$ cat config.mk
export PLATFORM = sky130hd
export DESIGN_NAME = arwt_out
export DESIGN_NICKNAME = d
export VERILOG_FILES = /design/src/design/arwt_pkg.sv /design/src/design/arwt_out.sv
export SDC_FILE = /design/constraint.sdc
export NUM_CORES = 1
export LEC_CHECK = 0
export BUFFER_PORTS_ARGS = -buffer_cell sky130_fd_sc_hd__buf_4
export CAP_MARGIN = 10
export CORE_UTILIZATION = 52
export CTS_CLUSTER_DIAMETER = 50
export CTS_CLUSTER_SIZE = 28
export DETAILED_ROUTE_END_ITERATION = 8
export PLACE_DENSITY = 0.84
export SYNTH_ARGS = -nofsm -noshare
export SYNTH_HDL_FRONTEND = slang
export SYNTH_SLANG_ARGS = --single-unit
$ cat constraint.sdc
create_clock -name clk -period 3.71 [get_ports clk]
set_input_delay 0.742 -clock clk [delete_from_list [all_inputs] [get_ports clk]]
set_output_delay 0.742 -clock clk [all_outputs]
set_load 0.005 [all_outputs]
$ cat src/design/arwt_pkg.sv
// arwt_pkg: shared types and constants for the activity run window tracker
// no dependencies; used by arwt_ctrl, arwt_out, the top level and the checker by scoped names

package arwt_pkg;

  localparam int WINDOW_SECONDS_DEF = 3600;
  localparam int RUN_DEPTH_DEF      = 4096;

  localparam int KIND_W = 3;
  localparam int LEN_W  = 12;
  localparam int GAP_W  = 12;
  localparam int WORD_W = KIND_W + LEN_W;

  localparam logic [GAP_W-1:0]  GAP_RESET   = 12'd60;
  localparam logic [KIND_W-1:0] KIND_IDLE   = 3'd0;
  localparam logic [KIND_W-1:0] KIND_PATTER = 3'd1;

  typedef struct packed {
    logic [KIND_W-1:0] kind;
    logic [LEN_W-1:0]  len;
  } run_t;

  typedef struct packed {
    logic [KIND_W-1:0] kind0;
    logic [LEN_W-1:0]  len0;
    logic [KIND_W-1:0] kind1;
    logic [LEN_W-1:0]  len1;
    logic              has_prev;
    logic              dropped;
  } res_t;

endpackage

$ cat src/design/arwt_out.sv
// arwt_out: result decode (patter bridging, break length) and output register
// depends on arwt_pkg; fed by arwt_ctrl

module arwt_out (
  input  logic                       clk,
  input  logic                       rst_n,
  input  arwt_pkg::res_t             res,
  input  logic                       res_valid,
  input  logic [arwt_pkg::GAP_W-1:0] gap_limit,
  output logic                       out_free,
  output logic                       out_valid,
  input  logic                       out_ready,
  output logic                       out_patter_active,
  output logic [arwt_pkg::LEN_W-1:0] out_patter_seconds,
  output logic                       out_break_active,
  output logic [arwt_pkg::LEN_W-1:0] out_break_seconds,
  output logic                       out_stop_dropped
);

  logic                       valid_r;
  logic                       pat_on_r, brk_on_r, drop_r;
  logic [arwt_pkg::LEN_W-1:0] pat_len_r, brk_len_r;
  logic                       pat_on, brk_on, bridge, load;
  logic [arwt_pkg::LEN_W-1:0] pat_len, brk_len;
  logic [arwt_pkg::LEN_W:0]   bridge_sum;

  assign out_free   = !valid_r || out_ready;
  assign load       = res_valid && out_free;
  assign bridge_sum = {1'b0, res.len0} + {1'b0, res.len1};
  assign bridge     = (res.kind0 == arwt_pkg::KIND_IDLE) && (res.len0 < gap_limit) &&
                      res.has_prev && (res.kind1 == arwt_pkg::KIND_PATTER);

  always_comb begin
    pat_on  = 1'b0;
    pat_len = '0;
    brk_on  = 1'b0;
    brk_len = '0;
    priority if (bridge) begin
      pat_on  = 1'b1;
      pat_len = bridge_sum[arwt_pkg::LEN_W-1:0];
    end else if (res.kind0 == arwt_pkg::KIND_PATTER) begin
      pat_on  = 1'b1;
      pat_len = res.len0;
    end else if (res.kind0 == arwt_pkg::KIND_IDLE) begin
      brk_on  = 1'b1;
      brk_len = res.len0;
    end else begin
      pat_on = 1'b0;
    end
  end

  always_ff @(posedge clk) begin
    if (!rst_n) begin
      valid_r <= 1'b0;
    end else if (load) begin
      valid_r <= 1'b1;
    end else if (out_ready) begin
      valid_r <= 1'b0;
    end
  end

  always_ff @(posedge clk) begin
    if (load) begin
      pat_on_r  <= pat_on;
      pat_len_r <= pat_len;
      brk_on_r  <= brk_on;
      brk_len_r <= brk_len;
      drop_r    <= res.dropped;
    end
  end

  assign out_valid          = valid_r;
  assign out_patter_active  = pat_on_r;
  assign out_patter_seconds = pat_len_r;
  assign out_break_active   = brk_on_r;
  assign out_break_seconds  = brk_len_r;
  assign out_stop_dropped   = drop_r;

endmodule

==> results.py, run 1 <==
metrics = {
    "floorplan": {
        "start_util": 0.559,
        "die_width_um": 62.8,
        "dieArea_um2": 3950,
        "die_h_um": 62.8,
        "rows": 21,
        "pin_count": 77,
        "coreArea_um2": 3440,
    },
    "cells_and_area": {
        "final_util": 0.751,
        "layout_common_cells": "buf_4 (80), edfxtp_1 (27), ha_1 (22), inv_1 (15), and2_1 (13)",
        "synthToLayoutAreaGrowth_pct": 34.3,
        "seq_area_um2": 831,
        "diodes": 0,
        "fillers": 268,
        "final_area_um2": 2580,
        "nets": 325,
        "drive_above_1_share": 0.340,
        "multi_input_area_um2": 993,
        "mostFrequentLayoutCell": "buf_4",
    },
    "clocking": {
        "hold_buffers": 0,
        "post_cts_buffers": 0,
        "cts_tree": "built",
        "clock-sinks": 28,
        "clk_latency_ps": 270,
        "h-tree-depth": 1,
        "cts_buffer_depth": 2,
        "cts_buffers": 3,
        "clk_pin_slew_ps": 90,
        "cts.repair.resized": 0,
        "cts-root-buf": "clkbuf_8",
    },
    "timing": {
        "worstMarginPinSlew_ps": 653,
        "hold_viol": 0,
        "finalSetupViolations": 0,
        "min_period_ps": 2740,
        "timing.fmax_ghz": 0.366,
        "slew_headroom": 0.564,
        "drv_slew": 0,
        "fin_crit_sh": 0.737,
        "skew_ps": 5.57,
        "finalSetupTns_ps": 0,
        "rsz0062_at_grt": "no",
    },
    "critical_path": {
        "ff2ff_setup_slack_ps": 2460,
        "crit_path_max_fanout": 4,
        "cp_data_arrival_time_ps": 2770,
        "cp_data_required_time_ps": 3740,
        "r2r-start": "out_valid",
        "reg2reg_to": "out_patter_seconds[11]",
        "critPathLaunchType": "input pin",
        "rr_worst_depth": 3,
        "setup.worst_path.class": "input pin to flip-flop",
        "crit_path_end_kind": "flip-flop",
    },
    "routing": {
        "drc": 0,
        "dr.pass1.iters": 4,
        "wl_per_cell_um": 15.6,
        "via_count": 1679,
        "drt-total-wl_um": 4660,
        "via_per_inst": 5.62,
        "detail-route-antenna-nets": 0,
        "first_iter_violations": 100,
    },
    "global_route": {
        "grt_pass1_wl_um": 7520,
        "grt_max_degree": 28,
        "overflow": 0,
        "grt_pass1_vias": 1665,
        "grt_usage": 0.240,
        "antenna_found_initial": 0,
    },
    "hold_path": {
        "hp-class": "flip-flop to flip-flop",
        "hold_depth": 2,
        "hold_path_end": "out_valid",
        "hp-start": "out_valid",
    },
    "place": {
        "placed_cell_area_um2": 2540,
        "portBuffers": 76,
        "gp_congestion": 0.921,
        "hpwl_um": 3710,
    },
    "synthesis": {
        "yosysTopAreaCell": "edfxtp_1",
        "async_flop_share": 0,
        "synth-edff-count": 27,
        "syn_inst": 173,
        "ys_seq_area_frac": 0.432,
        "ys_ff_latch": 28,
        "syn-cell-area_um2": 1920,
        "synth_warnings": 0,
        "synth_top_flop_cell": "edfxtp_1",
        "synth_top_area_frac": 0.421,
        "avgSynthCellArea_um2": 11.1,
        "yosysUniqueCellTypes": 42,
        "synth_area_leaders": "edfxtp_1 (42%), ha_1 (14%), a22o_1 (5.0%)",
        "syn-num-nets": 244,
    },
    "outcome": {
        "status": "finished, final reports clean",
    },
    "power_and_ir_drop": {
        "p_leak_uw": 0.00119,
        "ir_drop_mv": 0.145,
        "powerDensity_nw_per_um2": 294,
    },
    "flow_run": {
        "maxCapViolCount": 0,
    },
}
-- cells in the mapped netlist, types with 2 or more instances --
library cell and number:
o21ai_0 6, nand2_1 4, clkbuf_1 3, a21oi_1 8
inv_1 15, nor2_1 8, xnor2_1 4, a22o_1 11
a31oi_1 2, o21a_1 2, a311o_1 2, nand4_1 2
a211oi_1 5, nor3b_1 2, a211o_1 2, nor3_1 6
nor2b_1 3, xor2_1 2, edfxtp_1 27, a21o_1 4
ha_1 22, and2_1 13
-- power breakdown --
group	internal (uW)	switching (uW)
Sequential	367	5.67
Clock	76.9	90.9
Combinational	116	104
Total	559	201
-- sequential cells by signal, indices dropped and copies added (netlist names) --
register            count
out_break_active        1
out_break_seconds      12
out_patter_active       1
out_patter_seconds     12
out_stop_dropped        1
out_valid               1
-- critical path, stage by stage --
cell     delay (ps)
buf_4           120
ha_1            220
fa_1            440
a211o_1         300
a21oi_1         170
nor2b_1          90
o41a_1          330
xor2_1          150
a22o_1          200
-- per-stage QoR --
| stage | worst slack (ps) | instances | power, uW | hold WS, ps |
|---|---|---|---|---|
| 5_1_grt | 894 | 299 | 793 | 615 |
| 6_report | 975 | 299 | 760 | 570 |
| 3_5_place_dp | 706 | 295 | 598 | 569 |
| 4_1_cts | 996 | 299 | 759 | 579 |
| 3_3_place_gp | 758 | 295 | 590 | 520 |
| 2_1_floorplan | 958 | 173 | 503 | 537 |
-- layout make-up --
cell class,instances,area share
inverters,15,0.0218
well taps,46,0.0223
clock buffers,4,0.0174
multi-input cells,126,0.385
flip-flops and latches,28,0.322
repair buffers,80,0.232
-- how the worst max path moves through the flow --
| stage | from | end | depth (start not counted) |
|---|---|---|---|
| 6_report | res[17] | out_patter_seconds[8] | 9 |
| 5_1_grt | res[17] | out_patter_seconds[8] | 9 |
| 4_1_cts | res[17] | out_patter_seconds[8] | 9 |
| 3_5_place_dp | res[17] | out_patter_seconds[8] | 9 |
| 3_3_place_gp | res[2] | out_patter_seconds[8] | 9 |
| 2_1_floorplan | res[2] | out_patter_seconds[8] | 8 |
-- layer usage --
metal | track usage | vias up | share of wire
met3 | 0.0146 | 4 | 0.045
met1 | 0.305 | 791 | 0.42
li1 | - | 821 | -
met2 | 0.432 | 63 | 0.52
met4 | 0.0756 | 0 | 0.0086
met5 | 0 | - | 0
-- cell families (layout without fill, tap and decap cells) --
logic type,after synthesis,in the layout,share of synthesized area
compound gates,51,51,0.200
xor+xnor,6,6,0.0273
fa+ha+maj,23,23,0.153
flops,28,28,0.432
simple gates,46,46,0.135
buf+inv,19,99,0.0520
No activity file was read; power rests on OpenSTA's default activity.
==> run 2, diff against run 1 <==
CORE_UTILIZATION = 44   (was 52)
PLACE_DENSITY = 0.76   (was 0.84)
clock period = 2.35 ns   (was 3.71 ns; I/O delays follow)
==> run 2 against run 1 <==
- clock power grew 78%
- core utilization shrank 6.0 points
- count of clock-buffer cells in the layout is the same
- combinational power grew 80%
- first-iteration DRC count grew 4.0%
- largest power group unchanged
==> results.py, run 2 (synthesis gave the netlist of run 1 again) <==
metrics = {
    "outcome": {
        "status": "finished, final reports clean",
    },
    "power_and_ir_drop": {
        "p_leak_uw": 0.00132,
        "pwr-share-clk": 0.233,
        "seqPwrFrac": 0.459,
        "power.switching_uw": 332,
        "ir_drop_mv": 0.248,
        "swShare": 0.260,
        "powerDensity_nw_per_um2": 454,
        "combPwrFrac": 0.308,
        "p_int_uw": 948,
    },
    "cells_and_area": {
        "multi_input_area_um2": 1020,
        "mostFrequentLayoutCell": "buf_4",
        "fillers": 318,
        "diodes": 0,
        "drive_above_1_share": 0.423,
        "seq_area_um2": 831,
        "nets": 351,
        "final_area_um2": 2820,
        "layout_common_cells": "buf_4 (106), edfxtp_1 (27), ha_1 (20), inv_1 (15), and2_1 (13)",
        "synthToLayoutAreaGrowth_pct": 46.6,
    },
    "flow_run": {
        "maxCapViolCount": 0,
    },
    "floorplan": {
        "rows": 23,
        "die_width_um": 68.1,
        "die_h_um": 68.1,
        "pin_count": 77,
        "coreArea_um2": 4090,
        "start_util": 0.471,
        "dieArea_um2": 4640,
    },
    "critical_path": {
        "crit_path_end_kind": "flip-flop",
        "crit_path_max_fanout": 3,
        "cp_data_arrival_time_ps": 2290,
        "rr_worst_depth": 3,
        "cp_data_required_time_ps": 2380,
        "ff2ff_setup_slack_ps": 1120,
        "reg2reg_to": "out_patter_seconds[8]",
        "critPathLaunchType": "input pin",
        "setup.worst_path.class": "input pin to flip-flop",
        "r2r-start": "out_valid",
    },
    "global_route": {
        "busiest_layer": "met2",
        "grt_pass1_wl_um": 7430,
        "grt_pass1_vias": 1610,
        "met1_usage": 0.285,
        "overflow": 0,
        "grtUsageMet2": 0.373,
        "use_met3": 0.0250,
        "grt_max_degree": 28,
        "antenna_found_initial": 0,
        "grt_usage": 0.218,
    },
    "hold_path": {
        "hp-start": "res[0]",
        "hold_depth": 1,
        "hp-class": "input pin to flip-flop",
        "hold_path_end": "out_stop_dropped",
    },
    "clocking": {
        "cts-root-buf": "clkbuf_8",
        "h-tree-depth": 1,
        "cts_buffer_depth": 2,
        "clk_latency_ps": 270,
        "cts_tree": "built",
        "cts_buffers": 3,
        "post_cts_buffers": 0,
        "clk_pin_slew_ps": 90,
        "hold_buffers": 0,
        "clock-sinks": 28,
    },
    "place": {
        "hpwl_um": 3950,
        "portBuffers": 76,
        "placed_cell_area_um2": 2760,
        "gp_congestion": 0.856,
    },
    "timing": {
        "hold_viol": 0,
        "skew_ps": 4.90,
        "whs_ps": 372,
        "rsz0062_at_grt": "no",
        "slew_headroom": 0.575,
        "worstMarginPinSlew_ps": 636,
        "min_period_ps": 2260,
        "finalSetupTns_ps": 0,
        "drv_slew": 0,
        "fin_crit_sh": 0.961,
        "finalSetupViolations": 0,
        "timing.fmax_ghz": 0.443,
    },
    "routing": {
        "via_per_inst": 5.30,
        "dr.pass1.iters": 4,
        "wl_per_cell_um": 14.8,
        "via_count": 1745,
        "drc": 0,
        "drt-total-wl_um": 4870,
        "first_iter_violations": 104,
        "detail-route-antenna-nets": 0,
    },
}
==> run 2: worst max path at each step <==
stage,start,end,cells past startpoint
finish,res[2],out_patter_seconds[8],9
global route,res[2],out_patter_seconds[8],9
CTS,res[2],out_patter_seconds[8],9
detailed placement,res[2],out_patter_seconds[8],9
global placement,res[2],out_patter_seconds[8],9
floorplan,res[2],out_patter_seconds[8],8
==> run 2: worst max-delay path, stage by stage <==
cell	delay, ps
buf_4	110
ha_2	200
fa_2	340
a211o_1	290
a21oi_2	160
nor2b_1	80
o41a_1	320
xor2_1	150
a22o_1	190
==> run 2: repair_timing <==
action,in CTS,in global routing
endpoints found under the setup margin,0,2
gates resized for setup,0,2
hold endpoints to repair,0,0
==> run 2: metal layers <==
layer  routed length [um]  vias to the layer above  part of all wire
met3                  200                        4             0.041
met4                   48                        0            0.0099
met5                    0                        -                 0
li1                     -                      871                 -
met2                 2490                       51              0.51
met1                 2130                      819              0.44
==> run 2: through the flow <==
step,total power (uW),instances,worst slack (ps),util
CTS,1280,329,63.9,0.688
finish,1280,329,92.8,0.690
global route,1350,329,14.7,0.690
global placement,981,325,-211,0.675
floorplan,799,173,-54.3,-
detailed placement,990,325,-226,0.675
==> run 2: area by class of cell <==
cell class              count  share of cell area
repair buffers            106               0.282
multi-input cells         126               0.362
well taps                  50              0.0222
flip-flops and latches     28               0.294
clock buffers               4              0.0195
inverters                  15              0.0200
==> run 2: power by group through the flow <==
stage                     Clock (uW)  Sequential [uW]  Combinational [uW]
after floorplan                    0              603                 196
after global placement             0              598                 383
after detailed placement           0              600                 391
after CTS                        303              588                 393
after global routing             320              591                 434
final                            299              588                 395
