`src/design/arwt_ram.sv`:
```
// arwt_ram: generic simple dual-port RAM, one write port, one registered read port
// no dependencies

module arwt_ram #(
  parameter int WIDTH = 8,
  parameter int DEPTH = 16
) (
  input  logic                     clk,
  input  logic                     we,
  input  logic [$clog2(DEPTH)-1:0] waddr,
  input  logic [WIDTH-1:0]         wdata,
  input  logic                     re,
  input  logic [$clog2(DEPTH)-1:0] raddr,
  output logic [WIDTH-1:0]         rdata
);

  logic [WIDTH-1:0] mem [DEPTH];

  always_ff @(posedge clk) begin
    if (we) begin
      mem[waddr] <= wdata;
    end
    if (re) begin
      rdata <= mem[raddr];
    end
  end

endmodule

```
`config.mk`:
```
export PLATFORM = sky130hd
export DESIGN_NAME = arwt_ram
export DESIGN_NICKNAME = d
export VERILOG_FILES = /design/src/design/arwt_ram.sv
export SDC_FILE = /design/constraint.sdc
export NUM_CORES = 1
export LEC_CHECK = 0
export BUFFER_PORTS_ARGS = -buffer_cell sky130_fd_sc_hd__buf_4
export CORE_MARGIN = 5
export CORE_UTILIZATION = 25
export CTS_CLUSTER_SIZE = 20
export DETAILED_ROUTE_END_ITERATION = 10
export SYNTH_ARGS = -nofsm -noshare
export SYNTH_HDL_FRONTEND = slang
export SYNTH_SLANG_ARGS = --single-unit
```
`constraint.sdc`:
```
create_clock -name clk -period 3 [get_ports clk]
set_input_delay 0.6 -clock clk [delete_from_list [all_inputs] [get_ports clk]]
set_output_delay 0.6 -clock clk [all_outputs]
set_load 0.02 [all_outputs]
```
==> results of run 1 <==
logic make-up (layout without fill, tap and decap cells):
group / after synthesis / count (layout)
compound gates: 16 / 16
buf+inv: 10 / 78
flops: 136 / 136
mux: 32 / 32
simple gates: 35 / 35
final cells by class:
class	count	area share (%)
timing repair buffer	46	5.34
clock inverter	15	3.23
clock buffer	17	6.58
multi-input combinational	83	16.4
tap	275	5.32
sequential	136	63.2
sequential cells by signal (all words and copies together) (netlist names):
register / cells
mem: 128
rdata: 8
worst max-delay path: cells and delay by family:
| family | cells | cell delay [ps] |
|---|---|---|
| buffers and inverters | 1 | 440 |
| AOI/OAI and AO/OA | 1 | 330 |
| muxes | 1 | 630 |
| and+or+nand+nor | 1 | 110 |
cell usage in the layout (no fill, tap or decap), drive strengths merged:
cell and instances:
buf 46, a22oi 16, edfxtp 136, bufinv 3, nand2b 2, nand3 1, nand2 9, or3b 1
nor2 13, inv 7, nand3b 2, nor3 4, nor2b 1, clkinv 2, mux4 32, clkbuf 17
and2b 1, clkinvlp 3, and2 1
cells in the mapped netlist (2+ instances only):
library cell	instances
mux4_1	14
a22oi_1	16
nor3_1	4
buf_6	3
nand3b_1	2
buf_2	3
nor2_1	13
nand2b_1	2
clkdlybuf4s25_2	3
mux4_2	18
nand2_1	9
edfxtp_1	136
stage by stage:
step           hold WS [ps]  utilization [%]  cells
2_1_floorplan           699                -    229
3_3_place_gp            725             28.0    540
3_5_place_dp            732             28.0    540
4_1_cts                 476             31.0    572
5_1_grt                 486             31.0    572
6_report                485             31.0    572
power by group through the flow:
stage / Clock [mW] / Combinational (mW) / Sequential (mW)
after global placement: 0 / 0.214 / 2.19
after global routing: 2.35 / 0.235 / 2.16
after detailed placement: 0 / 0.221 / 2.19
after floorplan: 0 / 0.108 / 2.20
final: 2.20 / 0.217 / 2.15
after CTS: 2.24 / 0.221 / 2.15
routing by layer:
layer / global-route usage, % / vias to the layer above / share of wire [%]
met4: 3.15 / 0 / 0.59
met5: 0 / - / 0
met3: 3.08 / 4 / 7.2
met2: 14.2 / 81 / 47
li1: - / 1092 / -
met1: 13.7 / 1288 / 45
worst max path at each step:
stage,startpoint,end,slack [ps],cells past startpoint
finish,raddr[0],rdata[1],1020,4
global route,raddr[0],rdata[4],940,5
CTS,raddr[0],rdata[4],1010,5
detailed placement,raddr[0],rdata[0],560,4
global placement,raddr[0],rdata[0],570,4
floorplan,waddr[2],mem[0][0],910,2
==> results.toml, run 1 <==
[yosys]
synth_xor_xnor_area_share_pct = 0
yosysSeqAreaShare_pct = 78.1
synthArstFlopShare_pct = 0
ys_warn_count = 0
ys_top_cells_by_area = "edfxtp_1, mux4_2, mux4_1, a22oi_1, nor2_1"
synth_top_family_by_area = "multiplexers"
synthFlopType = "edfxtp_1"
syn_nets = 248
synthAdderAreaFrac_pct = 0
syn-cell-area_um2 = 5230
synthMuxAreaShare_pct = 14.8
yosysTopAreaCellShare_pct = 78.1
synth_edf_count = 136
synth-seq-cells = 136
synth_compound_area_share_pct = 2.30
synth_cells = 229
syn_area_per_cell_um2 = 22.8
yosys.area_share.simple_pct = 3.14
synth_top_cell_by_area = "edfxtp_1"
synth_cell_types = 18

[critical_path]
crit_chain = "buf_4 > mux4_1 > a22oi_1 > nand2_1"
worstPathMaxFanout = 29
cp.required_ps = 3160
reg2regPathDepth = 3
r2r_slack_ps = 1410
slowest_delay_ps = 630
cp-start-kind = "input port"
cp.arrival_ps = 2130
end_kind = "flip-flop"
regToRegStartpoint = "mem[1][1]"
slowest_stage = "mux4_1"
setup.worst_path.class = "in2reg"
timing.rr.end = "rdata[1]"

[floorplan]
core_area_um2 = 20800
initial_core_util_pct = 25.1
row_count = 53
die_x_um = 155
die_area_um2 = 23900
die_h_um = 155
ios = 27

[routing]
viasPerCell = 4.31
drt_first_iter_violations = 155
drc_errors = 0
wl_per_cell_um = 19.1
ant_nets = 0
first_pass_iters = 4
num_vias = 2465
finalWirelength_um = 10900

[clock_tree]
clock-sinks = 136
cts_root_buf = "clkbuf_16"
tritoncts = "yes"
cts-resized-gates = 0
path_clk_slew_ps = 60
clk_latency_ps = 410
cts_setup_buffers = 0
cts_hold_buf = 0
h-tree-depth = 4
numCtsBuffers = 17
clk_path_buf_depth = 2

[timing]
min_period_ps = 1980
finalHoldViolations = 0
worst_clock_skew_ps = 6.55
fin_crit_sh_pct = 65.9
slew_viol_final = 0
relSlewSlack_pct = 52.7
max_freq_mhz = 505
tns_ps = 0
worst_slack_ps = 1020
grt_setup_unrepaired = "false"
finalSetupViolations = 0
worst_slew_pin_slew_ps = 707

[finish]
final_area_um2 = 6460
antenna_cells = 0
fillers = 2037
area_growth_pct = 23.7
nets = 303
regArea_um2 = 4080
drive_gt1_share_pct = 32.7
multi_input_area_um2 = 1060

[placed_design]
pre_cts_slack_ps = 565
port_buffers = 26
placed_area_um2 = 5830
place_congestion = 0.715
hpwl_um = 7080

[min_path]
min_to = "mem[6][0]"
min_path_type = "in2reg"
hold_depth = 1
hp-start = "wdata[0]"

[pwr]
comb_power_share_pct = 4.7
power_per_cell_area_nw_per_um2 = 707
netSwitchingFraction_pct = 21.8
total_power_mw = 4.57
seqPwrFrac_pct = 47.1
p_int_mw = 3.58
p_clk_share_pct = 48.2
power.net_switching_mw = 0.996
peakVddDrop_uv = 395
power.leakage_nw = 2.14

[global_routing]
track_usage_pct = 9.69
grt_max_degree = 33
grt_pass1_vias = 2643
globalRouteOverflowTotal = 0
antenna_found_initial = 0
grt_pass1_wl_um = 16900

[flow_run]
maxCapViolCount = 0

[outcome]
outcome = "finished, final reports clean"
Power figures use the tool's default switching activity.
==> inputs of run 2 (changes only) <==
- clock period: 3 -> 1.85 ns (I/O delays scaled with it)
==> results.toml, run 2 (synthesis gave the netlist of run 1 again) <==
[pwr]
peakVddDrop_uv = 752
power.leakage_nw = 2.16
total_power_mw = 7.12
power_per_cell_area_nw_per_um2 = 1100

[floorplan]
die_area_um2 = 23900
core_area_um2 = 20800
initial_core_util_pct = 25.1
ios = 27
die_h_um = 155
row_count = 53
die_x_um = 155

[routing]
viasPerCell = 4.27
wl_per_cell_um = 17.9
num_vias = 2460
drc_errors = 0
drt_first_iter_violations = 304
first_pass_iters = 4
ant_nets = 0
finalWirelength_um = 10300

[clock_tree]
path_clk_slew_ps = 60
numCtsBuffers = 17
cts_hold_buf = 0
h-tree-depth = 4
tritoncts = "yes"
clock-sinks = 136
cts-resized-gates = 0
cts_root_buf = "clkbuf_16"
clk_latency_ps = 410
cts_setup_buffers = 0
clk_path_buf_depth = 2

[timing]
max_freq_mhz = 674
worst_clock_skew_ps = 7.54
slew_viol_final = 0
holdWs_ps = 272
finalSetupViolations = 0
relSlewSlack_pct = 73.5
finalHoldViolations = 0
grt_setup_unrepaired = "false"
fin_crit_sh_pct = 80.2
worst_slack_ps = 366
min_period_ps = 1480
worst_slew_pin_slew_ps = 397

[flow_run]
maxCapViolCount = 0

[placed_design]
numPlacedInstances = 544
pre_cts_slack_ps = -26.9
port_buffers = 26
place_congestion = 0.718
hpwl_um = 7030
placed_area_um2 = 5920

[finish]
mostFrequentLayoutCell = "edfxtp_1"
fin_cells = 576
final_area_um2 = 6500
antenna_cells = 0
nets = 307
area_growth_pct = 24.3
reg_top3 = "mem x128, rdata x8"
largest_reg_flops = 128
layout_common_cells = "edfxtp_1, buf_4, mux4_2, clkbuf_16, a22oi_1"
drive_gt1_share_pct = 33.9
top_register = "mem"

[outcome]
outcome = "finished, final reports clean"

[critical_path]
cp.required_ps = 1990
cp.arrival_ps = 1630
end_kind = "flip-flop"
cp-start-kind = "flip-flop"
setup.worst_path.class = "reg2reg"
worstPathMaxFanout = 1

[global_routing]
grt_pass1_wl_um = 15600
grt_max_degree = 17
track_usage_pct = 8.91
antenna_found_initial = 0
globalRouteOverflowTotal = 0
grt_pass1_vias = 2598

[min_path]
min_path_type = "in2reg"
-- run 2: through the flow --
| step | util, % | setup TNS, ps |
|---|---|---|
| 2_1_floorplan | - | 0 |
| 3_3_place_gp | 28.4 | -22.4 |
| 3_5_place_dp | 28.4 | -57.3 |
| 4_1_cts | 31.2 | 0 |
| 5_1_grt | 31.2 | 0 |
| 6_report | 31.2 | 0 |
-- run 2: worst max-delay path, stage by stage, from the launching register on --
cell,delay (ps)
edfxtp_1,370
mux4_1,490
a22oi_1,220
nand2_1,130
-- run 2: worst paths after layout --
kind / from / endpoint / slack, ps / depth (start not counted)
min: re / rdata[2] / 270 / 1
min reg2reg: mem[11][3] / rdata[3] / 750 / 3
max: mem[10][5] / rdata[5] / 370 / 3
max reg2reg: mem[10][5] / rdata[5] / 370 / 3
-- run 2: report_power, final --
group / leakage (nW) / switching [mW] / internal (mW)
clock network: 0.287 / 1.35 / 1.90
registers: 1.24 / 0.0207 / 3.47
logic: 0.640 / 0.202 / 0.168
-- run 2: layout make-up --
type	count	area [µm²]
clock buffer	17	425
clock inverter	15	155
fill	2017	14300
multi-input combinational	83	1060
sequential	136	4080
tap	275	344
timing repair buffer	50	425
-- run 2: per-layer routing --
layer	vias to the layer above	wire [µm]	part of all wire, %	GRT usage [%]
li1	1099	-	-	-
met1	1279	4880	47	12.7
met2	80	4570	44	12.9
met3	2	786	7.6	3.11
met4	0	44	0.43	2.52
met5	-	0	0	0
==> inputs of run 3 (changes only) <==
- ABC_AREA: not set -> 1
- clock period: 1.85 -> 1.4 ns (I/O delays scaled with it)
==> results.toml, run 3 <==
[yosys]
synth_top_cell_by_area = "edfxtp_1"
syn_area_per_cell_um2 = 10.6
synth_edf_count = 136
synthFlopType = "edfxtp_1"
ys_top_cells_by_area = "edfxtp_1, nand2_1, nand3_1, inv_1, buf_6"
synth_cells = 551
post-synth-top-count-cell = "nand2_1"
syn_nets = 570
synth_cell_types = 11
synth-seq-cells = 136
syn-cell-area_um2 = 5850
synth_commonest_cells = "nand2_1, edfxtp_1, inv_1"
ys_warn_count = 0
yosysSeqAreaShare_pct = 69.8
yosysTopAreaCellShare_pct = 69.8
synthArstFlopShare_pct = 0

[routing]
drt_first_iter_violations = 355
drc_errors = 0
wl_per_cell_um = 14.8
finalWirelength_um = 13800
first_pass_iters = 4
viasPerCell = 4.05
ant_nets = 0
num_vias = 3773

[finish]
area_growth_pct = 20.5
fillers = 2439
reg_top3 = "mem x128, rdata x8"
top_register = "mem"
antenna_cells = 0
layout_common_cells = "nand2_1, edfxtp_1, inv_1, nand3_1, buf_4"
mostFrequentLayoutCell = "nand2_1"
nets = 619
drive_gt1_share_pct = 12.9
final_area_um2 = 7040
largest_reg_flops = 128
fin_cells = 932
final_core_util_pct = 30.3

[critical_path]
reg2regPathDepth = 6
crit_buf_inv = 1
path_depth = 1
cp-start-kind = "flip-flop"
cp.required_ps = 1120
slowest_delay_ps = 430
cp.arrival_ps = 1030
crit_chain = "buf_4"
regToRegStartpoint = "mem[15][0]"
slowest_stage = "edfxtp_1"
setup.worst_path.class = "reg2out"
worstPathMaxFanout = 1
critPathTopFamily = "flip-flops"
r2r_slack_ps = 270
end_kind = "output port"
timing.rr.end = "rdata[0]"

[clock_tree]
clk_latency_ps = 410
cts_hold_buf = 0
clock-sinks = 136
numCtsBuffers = 17
cts_setup_buffers = 0
h-tree-depth = 4
path_clk_slew_ps = 50
clk_path_buf_depth = 2
cts-resized-gates = 0
cts_root_buf = "clkbuf_16"
tritoncts = "yes"

[timing]
holdWs_ps = 171
relSlewSlack_pct = 61.2
finalHoldViolations = 0
slew_viol_final = 0
worst_clock_skew_ps = 10.6
max_freq_mhz = 761
worst_slew_pin_slew_ps = 582
min_period_ps = 1310
fin_crit_sh_pct = 93.9
finalSetupViolations = 0
grt_setup_unrepaired = "false"

[min_path]
min_to = "rdata[7]"
hp-start = "re"
min_path_type = "in2reg"
hold_depth = 1

[floorplan]
die_h_um = 163
row_count = 56
die_x_um = 163
ios = 27
core_area_um2 = 23300
die_area_um2 = 26500
initial_core_util_pct = 25.1

[outcome]
outcome = "finished, final reports clean"

[global_routing]
track_usage_pct = 10.8
grt_pass1_vias = 3641
globalRouteOverflowTotal = 0
antenna_found_initial = 0
grt_pass1_wl_um = 21600
grt_max_degree = 45

[pwr]
peakVddDrop_uv = 683
power_per_cell_area_nw_per_um2 = 1300
power.leakage_nw = 2.96

[placed_design]
port_buffers = 26
placed_area_um2 = 6520
place_congestion = 0.776
numPlacedInstances = 900
hpwl_um = 9010

[flow_run]
maxCapViolCount = 0
run 3: cell type report:
cell class              count  area, µm²  area share (%)
well taps                 319        399            5.67
repair buffers             54        443            6.29
multi-input cells         289       1210            17.2
clock inverters            12       85.1            1.21
clock buffers              20        437            6.20
inverters                 102        383            5.44
flip-flops and latches    136       4080            58.0
run 3: cell families (layout without fill, tap and decap cells):
| group | after synthesis | after routing | share of synthesized area (%) |
|---|---|---|---|
| flops | 136 | 136 | 69.8 |
| simple gates | 289 | 289 | 20.8 |
| buf+inv | 126 | 188 | 9.39 |
run 3: metal layers:
metal	wire, µm	track usage [%]	part of all wire, %	vias up
met5	0	0	0	-
met4	176	3.05	1.3	0
met3	637	2.20	4.6	10
met2	6240	16.6	45	98
met1	6760	15.6	49	1785
li1	-	-	-	1880
run 3: how the worst max path moves through the flow:
stage                  start         end  slack (ps)
floorplan           waddr[2]  mem[10][0]         170
global placement    raddr[1]    rdata[1]        -110
detailed placement  raddr[1]    rdata[2]        -110
CTS                 rdata[4]    rdata[4]          70
global route        rdata[4]    rdata[4]          40
finish              rdata[7]    rdata[7]          90
run 3: report_power, final:
group	switching (mW)	internal [mW]	leakage, nW
sequential	0.0338	4.59	1.24
combinational	0.415	0.204	1.48
clock	1.55	2.39	0.245
run 3: per-stage QoR:
stage | total power, mW | setup TNS [ps] | setup WS [ps]
after detailed placement | 5.34 | -631 | -114
after CTS | 9.27 | 0 | 68.4
after global placement | 5.33 | -502 | -112
final | 9.18 | 0 | 85.3
after floorplan | 5.04 | 0 | 169
after global routing | 9.50 | 0 | 44.5
