### src/design/arwt_pkg.sv
// arwt_pkg: shared types and constants for the activity run window tracker
// no dependencies; used by arwt_ctrl, arwt_out, the top level and the checker by scoped names

package arwt_pkg;

  localparam int WINDOW_SECONDS_DEF = 3600;
  localparam int RUN_DEPTH_DEF      = 4096;

  localparam int KIND_W = 3;
  localparam int LEN_W  = 12;
  localparam int GAP_W  = 12;
  localparam int WORD_W = KIND_W + LEN_W;

  localparam logic [GAP_W-1:0]  GAP_RESET   = 12'd60;
  localparam logic [KIND_W-1:0] KIND_IDLE   = 3'd0;
  localparam logic [KIND_W-1:0] KIND_PATTER = 3'd1;

  typedef struct packed {
    logic [KIND_W-1:0] kind;
    logic [LEN_W-1:0]  len;
  } run_t;

  typedef struct packed {
    logic [KIND_W-1:0] kind0;
    logic [LEN_W-1:0]  len0;
    logic [KIND_W-1:0] kind1;
    logic [LEN_W-1:0]  len1;
    logic              has_prev;
    logic              dropped;
  } res_t;

endpackage

### src/design/arwt_ctrl.sv
// arwt_ctrl: sequencer that reads, modifies and writes back the run ring
// depends on arwt_pkg; drives the run memory and hands results to arwt_out

module arwt_ctrl #(
  parameter int WINDOW_SECONDS = arwt_pkg::WINDOW_SECONDS_DEF,
  parameter int RUN_DEPTH      = arwt_pkg::RUN_DEPTH_DEF,
  localparam int AW = $clog2(RUN_DEPTH),
  localparam int CW = $clog2(RUN_DEPTH + 1)
) (
  input  logic                          clk,
  input  logic                          rst_n,
  input  logic                          in_valid,
  output logic                          in_ready,
  input  logic                          in_command,
  input  logic [arwt_pkg::KIND_W-1:0]   in_activity_type,
  input  logic                          cfg_wr_en,
  input  logic [arwt_pkg::GAP_W-1:0]    cfg_wr_data,
  output logic [arwt_pkg::GAP_W-1:0]    gap_limit,
  output logic                          ram_we,
  output logic [AW-1:0]                 ram_waddr,
  output logic [arwt_pkg::WORD_W-1:0]   ram_wdata,
  output logic                          ram_re,
  output logic [AW-1:0]                 ram_raddr,
  input  logic [arwt_pkg::WORD_W-1:0]   ram_rdata,
  output arwt_pkg::res_t                res,
  output logic                          res_valid,
  input  logic                          out_free
);

  typedef enum logic [3:0] {
    S_INIT, S_IDLE, S_TAIL_RD, S_TAIL_CHK, S_NEW_RD, S_NEW_CHK, S_OLD_RD, S_OLD_CHK,
    S_MRG_RD0, S_MRG_RD1, S_MRG_RD2, S_MRG_CHK, S_OUT_RD0, S_OUT_RD1, S_OUT_FIN
  } state_t;

  state_t                          state_r, state_nxt;
  logic [AW-1:0]                   nptr_r, nptr_nxt;
  logic [AW-1:0]                   optr_r, optr_nxt;
  logic [CW-1:0]                   cnt_r, cnt_nxt;
  logic [arwt_pkg::GAP_W-1:0]      gap_r, gap_nxt;
  logic                            phase_r, phase_nxt;
  logic                            dropped_r, dropped_nxt;
  logic                            prev_r, prev_nxt;
  logic [arwt_pkg::KIND_W-1:0]     ty_r, ty_nxt;
  logic [arwt_pkg::KIND_W-1:0]     t0_r, t0_nxt, t1_r, t1_nxt;
  logic [arwt_pkg::LEN_W-1:0]      l0_r, l0_nxt, l1_r, l1_nxt;

  arwt_pkg::run_t                  rd;
  arwt_pkg::run_t                  wr;
  logic [AW-1:0]                   n_inc, n_dec1, n_dec2, o_inc;
  logic                            full;
  logic                            merge_ok;
  logic [arwt_pkg::LEN_W+1:0]      merge_sum;

  function automatic logic [AW-1:0] ptr_inc(input logic [AW-1:0] p);
    return (p == AW'(RUN_DEPTH - 1)) ? '0 : p + 1'b1;
  endfunction

  function automatic logic [AW-1:0] ptr_dec(input logic [AW-1:0] p);
    return (p == '0) ? AW'(RUN_DEPTH - 1) : p - 1'b1;
  endfunction

  assign rd        = arwt_pkg::run_t'(ram_rdata);
  assign ram_wdata = wr;
  assign n_inc     = ptr_inc(nptr_r);
  assign n_dec1    = ptr_dec(nptr_r);
  assign n_dec2    = ptr_dec(n_dec1);
  assign o_inc     = ptr_inc(optr_r);
  assign full      = (cnt_r == CW'(RUN_DEPTH));
  assign merge_sum = {2'b00, l0_r} + {2'b00, l1_r} + {2'b00, rd.len};
  assign merge_ok  = (t0_r == rd.kind) && (t0_r != arwt_pkg::KIND_IDLE) &&
                     (t1_r == arwt_pkg::KIND_IDLE) && (l1_r != '0) && (l1_r < gap_r);

  assign in_ready  = (state_r == S_IDLE);
  assign gap_limit = gap_r;

  assign res.kind0    = t0_r;
  assign res.len0     = l0_r;
  assign res.kind1    = rd.kind;
  assign res.len1     = rd.len;
  assign res.has_prev = prev_r;
  assign res.dropped  = dropped_r;

  always_comb begin
    state_nxt   = state_r;
    nptr_nxt    = nptr_r;
    optr_nxt    = optr_r;
    cnt_nxt     = cnt_r;
    gap_nxt     = cfg_wr_en ? cfg_wr_data : gap_r;
    phase_nxt   = phase_r;
    dropped_nxt = dropped_r;
    prev_nxt    = prev_r;
    ty_nxt      = ty_r;
    t0_nxt      = t0_r;
    l0_nxt      = l0_r;
    t1_nxt      = t1_r;
    l1_nxt      = l1_r;
    ram_we      = 1'b0;
    ram_waddr   = nptr_r;
    wr          = '0;
    ram_re      = 1'b0;
    ram_raddr   = nptr_r;
    res_valid   = 1'b0;
    unique case (state_r)
      S_INIT: begin
        ram_we    = 1'b1;
        ram_waddr = '0;
        wr.kind   = arwt_pkg::KIND_IDLE;
        wr.len    = arwt_pkg::LEN_W'(WINDOW_SECONDS);
        state_nxt = S_IDLE;
      end
      S_IDLE: begin
        if (in_valid) begin
          ty_nxt      = in_activity_type;
          dropped_nxt = 1'b0;
          if (in_command) begin
            if (full) begin
              dropped_nxt = 1'b1;
            end else begin
              ram_we    = 1'b1;
              ram_waddr = n_inc;
              wr.kind   = arwt_pkg::KIND_IDLE;
              wr.len    = '0;
              nptr_nxt  = n_inc;
              cnt_nxt   = cnt_r + 1'b1;
            end
            state_nxt = S_OUT_RD0;
          end else begin
            phase_nxt = 1'b0;
            state_nxt = S_TAIL_RD;
          end
        end
      end
      S_TAIL_RD: begin
        if (cnt_r > CW'(1)) begin
          ram_re    = 1'b1;
          ram_raddr = optr_r;
          state_nxt = S_TAIL_CHK;
        end else begin
          state_nxt = phase_r ? S_OUT_RD0 : S_NEW_RD;
        end
      end
      S_TAIL_CHK: begin
        if (rd.len == '0) begin
          optr_nxt  = o_inc;
          cnt_nxt   = cnt_r - 1'b1;
          state_nxt = S_TAIL_RD;
        end else begin
          state_nxt = phase_r ? S_OUT_RD0 : S_NEW_RD;
        end
      end
      S_NEW_RD: begin
        ram_re    = 1'b1;
        ram_raddr = nptr_r;
        state_nxt = S_NEW_CHK;
      end
      S_NEW_CHK: begin
        if (rd.kind == ty_r) begin
          if (cnt_r == CW'(1)) begin
            // single run: one second in and one out leaves it as it is
            phase_nxt = 1'b1;
            state_nxt = S_TAIL_RD;
          end else begin
            ram_we    = 1'b1;
            ram_waddr = nptr_r;
            wr.kind   = rd.kind;
            wr.len    = rd.len + 1'b1;
            state_nxt = S_OLD_RD;
          end
        end else begin
          if (full) begin
            optr_nxt = o_inc;
          end else begin
            cnt_nxt = cnt_r + 1'b1;
          end
          ram_we    = 1'b1;
          ram_waddr = n_inc;
          wr.kind   = ty_r;
          wr.len    = arwt_pkg::LEN_W'(1);
          nptr_nxt  = n_inc;
          state_nxt = S_OLD_RD;
        end
      end
      S_OLD_RD: begin
        ram_re    = 1'b1;
        ram_raddr = optr_r;
        state_nxt = S_OLD_CHK;
      end
      S_OLD_CHK: begin
        if (rd.len != '0) begin
          ram_we    = 1'b1;
          ram_waddr = optr_r;
          wr.kind   = rd.kind;
          wr.len    = rd.len - 1'b1;
        end
        if ((rd.len <= arwt_pkg::LEN_W'(1)) && (cnt_r > CW'(1))) begin
          optr_nxt = o_inc;
          cnt_nxt  = cnt_r - 1'b1;
        end
        state_nxt = S_MRG_RD0;
      end
      S_MRG_RD0: begin
        phase_nxt = 1'b1;
        if (cnt_r >= CW'(3)) begin
          ram_re    = 1'b1;
          ram_raddr = nptr_r;
          state_nxt = S_MRG_RD1;
        end else begin
          state_nxt = S_TAIL_RD;
        end
      end
      S_MRG_RD1: begin
        t0_nxt    = rd.kind;
        l0_nxt    = rd.len;
        ram_re    = 1'b1;
        ram_raddr = n_dec1;
        state_nxt = S_MRG_RD2;
      end
      S_MRG_RD2: begin
        t1_nxt    = rd.kind;
        l1_nxt    = rd.len;
        ram_re    = 1'b1;
        ram_raddr = n_dec2;
        state_nxt = S_MRG_CHK;
      end
      S_MRG_CHK: begin
        if (merge_ok) begin
          ram_we    = 1'b1;
          ram_waddr = n_dec2;
          wr.kind   = t0_r;
          wr.len    = merge_sum[arwt_pkg::LEN_W-1:0];
          nptr_nxt  = n_dec2;
          cnt_nxt   = cnt_r - CW'(2);
        end
        state_nxt = S_TAIL_RD;
      end
      S_OUT_RD0: begin
        ram_re    = 1'b1;
        ram_raddr = nptr_r;
        state_nxt = S_OUT_RD1;
      end
      S_OUT_RD1: begin
        t0_nxt   = rd.kind;
        l0_nxt   = rd.len;
        prev_nxt = (cnt_r >= CW'(2));
        if (cnt_r >= CW'(2)) begin
          ram_re    = 1'b1;
          ram_raddr = n_dec1;
        end
        state_nxt = S_OUT_FIN;
      end
      S_OUT_FIN: begin
        res_valid = 1'b1;
        if (out_free) begin
          state_nxt = S_IDLE;
        end
      end
      default: begin
        state_nxt = S_IDLE;
      end
    endcase
  end

  always_ff @(posedge clk) begin
    if (!rst_n) begin
      state_r   <= S_INIT;
      nptr_r    <= '0;
      optr_r    <= '0;
      cnt_r     <= CW'(1);
      gap_r     <= arwt_pkg::GAP_RESET;
      phase_r   <= 1'b0;
      dropped_r <= 1'b0;
      prev_r    <= 1'b0;
    end else begin
      state_r   <= state_nxt;
      nptr_r    <= nptr_nxt;
      optr_r    <= optr_nxt;
      cnt_r     <= cnt_nxt;
      gap_r     <= gap_nxt;
      phase_r   <= phase_nxt;
      dropped_r <= dropped_nxt;
      prev_r    <= prev_nxt;
    end
  end

  always_ff @(posedge clk) begin
    ty_r <= ty_nxt;
    t0_r <= t0_nxt;
    l0_r <= l0_nxt;
    t1_r <= t1_nxt;
    l1_r <= l1_nxt;
  end

endmodule

### config.mk
export PLATFORM = sky130hd
export DESIGN_NAME = arwt_ctrl
export DESIGN_NICKNAME = d
export VERILOG_FILES = /design/src/design/arwt_pkg.sv /design/src/design/arwt_ctrl.sv
export SDC_FILE = /design/constraint.sdc
export NUM_CORES = 1
export LEC_CHECK = 0
export ABC_AREA = 1
export ABC_CLOCK_PERIOD_IN_PS = 5600
export BUFFER_PORTS_ARGS = -buffer_cell sky130_fd_sc_hd__buf_2
export CAP_MARGIN = 20
export CORE_MARGIN = 2
export CORE_UTILIZATION = 45
export CTS_CLUSTER_SIZE = 28
export DETAILED_ROUTE_END_ITERATION = 10
export GPL_ROUTABILITY_DRIVEN = 0
export PLACE_DENSITY = 0.65
export SLEW_MARGIN = 10
export SYNTH_ARGS = -nofsm -noshare
export SYNTH_HDL_FRONTEND = slang
export SYNTH_SLANG_ARGS = --single-unit
### constraint.sdc
create_clock -name clk -period 5.6 [get_ports clk]
set_input_delay 1.4 -clock clk [delete_from_list [all_inputs] [get_ports clk]]
set_output_delay 1.4 -clock clk [all_outputs]
set_load 0.03 [all_outputs]
==> reports/qor.yml <==
grt_pass1_wl_um: 45900
met3WireLength_um: 2610
dpl.hpwl_um: 22200
mostFrequentLayoutCell: "nand2_1"
multi_input_area_um2: 5890
fin_crit_sh_pct: 94.5
synth_cell_types: 54
grt_util_all_layers_pct: 26.6
switchingPower_mw: 3.01
route.detailed.drc: 0
fillers: 2050
core_um2: 19600
grt_pass1_vias: 8769
synth_edf_count: 33
drive_above_1_share_pct: 13.8
start_kind: "input pin"
vias: 9895
clock_power_share_pct: 11.8
wl_met1_um: 13100
tightestPinTransition_ns: 0.819
io_buffers: 122
clock_skew_ns: 0.00976
initial_core_util_pct: 46.1
clock_latency_ns: 0.36
clk_pin_slew_ns: 0.06
p_int_mw: 2.16
die_x_um: 146
power.density_nw_per_um2: 518
cts_buffer_depth: 2
wl_met2_um: 12900
crit_slowest_cell: "fa_1"
path_cells: "buf_2 > fa_1 > ha_1 > inv_1 > fa_1 > o21ai_1 > nand2_1 > o211ai_1 > nand2_1 > a21oi_1 > nor2_1 > o21ai_0 > buf_2"
clock-sinks: 89
setup_violations: 0
pwr-share-comb_pct: 68.7
cp.required_ns: 4.20
power.leakage_nw: 4.65
design_area_um2: 9980
fin_crit_ns: 5.29
cts_root_buf: "clkbuf_16"
worstPathArrival_ns: 3.89
wl_per_cell_um: 16.2
postPlaceCellArea_um2: 9680
yosysWarnings: 0
grt_antenna_before_repair: 1
path_class: "in -> out"
max_cap_viol_count: 0
grt_max_degree: 33
netSwitchingFraction_pct: 58.1
ir_drop_uv: 329
layout.cells.most_common_list: "352 x nand2_1, 195 x nor2_1, 151 x inv_1"
total_power_mw: 5.17
maxSlewViolCount: 0
ys_ff_latch: 89
syn2layout_area_growth_pct: 10.4
fmax_ghz: 0.189
endpoint_kind: "output pin"
avgViaCountPerCell: 5.52
cts_buffers: 9
fin_tns_setup_ns: 0
routed_wl_um: 29100
yosys_most_used_dff: "dfxtp_1"
overflow: 0
first_iter_violations: 812
syn_inst: 1443
syn_area_um2: 9040
antenna_left: 0
grt_setup_unrepaired: "false"
slowest_delay_ns: 0.54
die_h_um: 146
finalHoldViolCount: 0
ys_seq_area_share_pct: 23.4
cts_tree: "built"
status: "completed"
drt_pass1_iterations: 5
top_layer: "met4"
slew_headroom_pct: 45.3
synth_nets: 1529
num_io_pins: 123
synth.avg_cell_area_um2: 6.26
seqCellArea_um2: 2110
layout.nets: 1609
path_max_fanout: 7
power_frac_seq_pct: 19.4
dieArea_um2: 21200
cts_setup_buffers: 0
ctsHtreeMaxLevel: 3
hold_class: "reg -> reg"
regToRegSetupSlack_ns: 2.77
row_count: 51
ys_async_sr_fraction_pct: 0
-- path summary, 6_finish.rpt --
kind	cells past startpoint	start	end
setup / recovery	13	ram_rdata[1]	ram_wdata[11]
hold / removal	2	phase_r$_SDFFE_PN0P_	phase_r$_SDFFE_PN0P_
setup reg to reg	13	cnt_r[1]$_SDFFE_PN0P_	optr_r[6]$_SDFFE_PN0P_
hold reg to reg	2	phase_r$_SDFFE_PN0P_	phase_r$_SDFFE_PN0P_
-- worst max-delay path: cells and delay by family --
family / cells / cell delay (ns)
fa+ha+maj: 3 / 1.11
compound gates: 4 / 0.71
buf+inv: 3 / 0.43
simple gates: 3 / 0.24
-- cell type report --
| type | instances | share of cell area [%] |
|---|---|---|
| clock inverters | 6 | 0.589 |
| clock buffers | 10 | 2.29 |
| inverters | 177 | 6.66 |
| well taps | 265 | 3.32 |
| flip-flops and latches | 89 | 21.2 |
| diodes | 1 | 0.0251 |
| multi-input cells | 1114 | 59.0 |
| repair buffers | 132 | 6.94 |
-- synth_stat cells (all sizes together), types with 10 or more instances --
master	instances	share of area, %
nand2	359	15
nor2	220	10
inv	174	7.2
a21oi	111	6.1
o21ai	100	5.6
nand3	99	5.8
dfxtp	56	12
buf	44	3.4
ha	38	5.3
nand4	38	2.7
edfxtp	33	11
xor2	29	2.8
o211ai	24	2.0
nor3	21	1.2
clkbuf	19	0.79
fa	12	2.7
xnor2	10	0.97
-- logic make-up (layout without fill, tap and decap cells) --
family,count (synthesis),count (layout),share of synthesized area (%)
XOR/XNOR,39,39,3.78
AO/OA/AOI/OAI,277,277,17.4
AND/OR/NAND/NOR,748,748,36.0
flip-flops,89,89,23.4
buffers and inverters,240,325,11.5
adder cells (fa/ha/maj),50,50,7.92
other,0,1,0
-- routing by layer --
| metal | up-vias | global-route usage, % |
|---|---|---|
| met5 | - | 0 |
| met4 | 0 | 6.08 |
| met3 | 37 | 5.45 |
| met2 | 388 | 41.2 |
| met1 | 4546 | 38.2 |
| li1 | 4924 | - |
-- power by group through the flow --
stage                     sequential (mW)  combinational [mW]  clock, mW
final                                1.00                3.55      0.611
after global routing                 1.03                3.94      0.645
after CTS                           0.999                3.50      0.624
after detailed placement             1.01                3.48          0
after global placement               1.01                3.47          0
after floorplan                     0.930                2.76          0
-- per-stage QoR --
step                hold slack (ns)  setup slack (ns)  cells  utilization (%)
finish                        0.478             0.306   1794             50.9
global route                  0.516            0.0722   1794             50.9
CTS                           0.478             0.193   1792             50.9
detailed placement            0.467             0.189   1776             49.4
global placement              0.462             0.213   1776             49.4
floorplan                     0.438             0.254   1443                -
-- state kept, by name, summed over array words and instances, names as in the netlist --
register	cells
prev_r	1
nptr_r	12
ty_r	3
l1_r	12
dropped_r	1
l0_r	12
optr_r	12
t1_r	3
gap_limit	12
state_r	4
cnt_r	13
phase_r	1
t0_r	3
-- what timing repair did --
action                                  4_1_cts  5_1_grt
hold buffers                                  0        0
resized for setup                             0        1
endpoints found under the setup margin        0        1
Note: power is estimated with default switching activity, not from simulation.
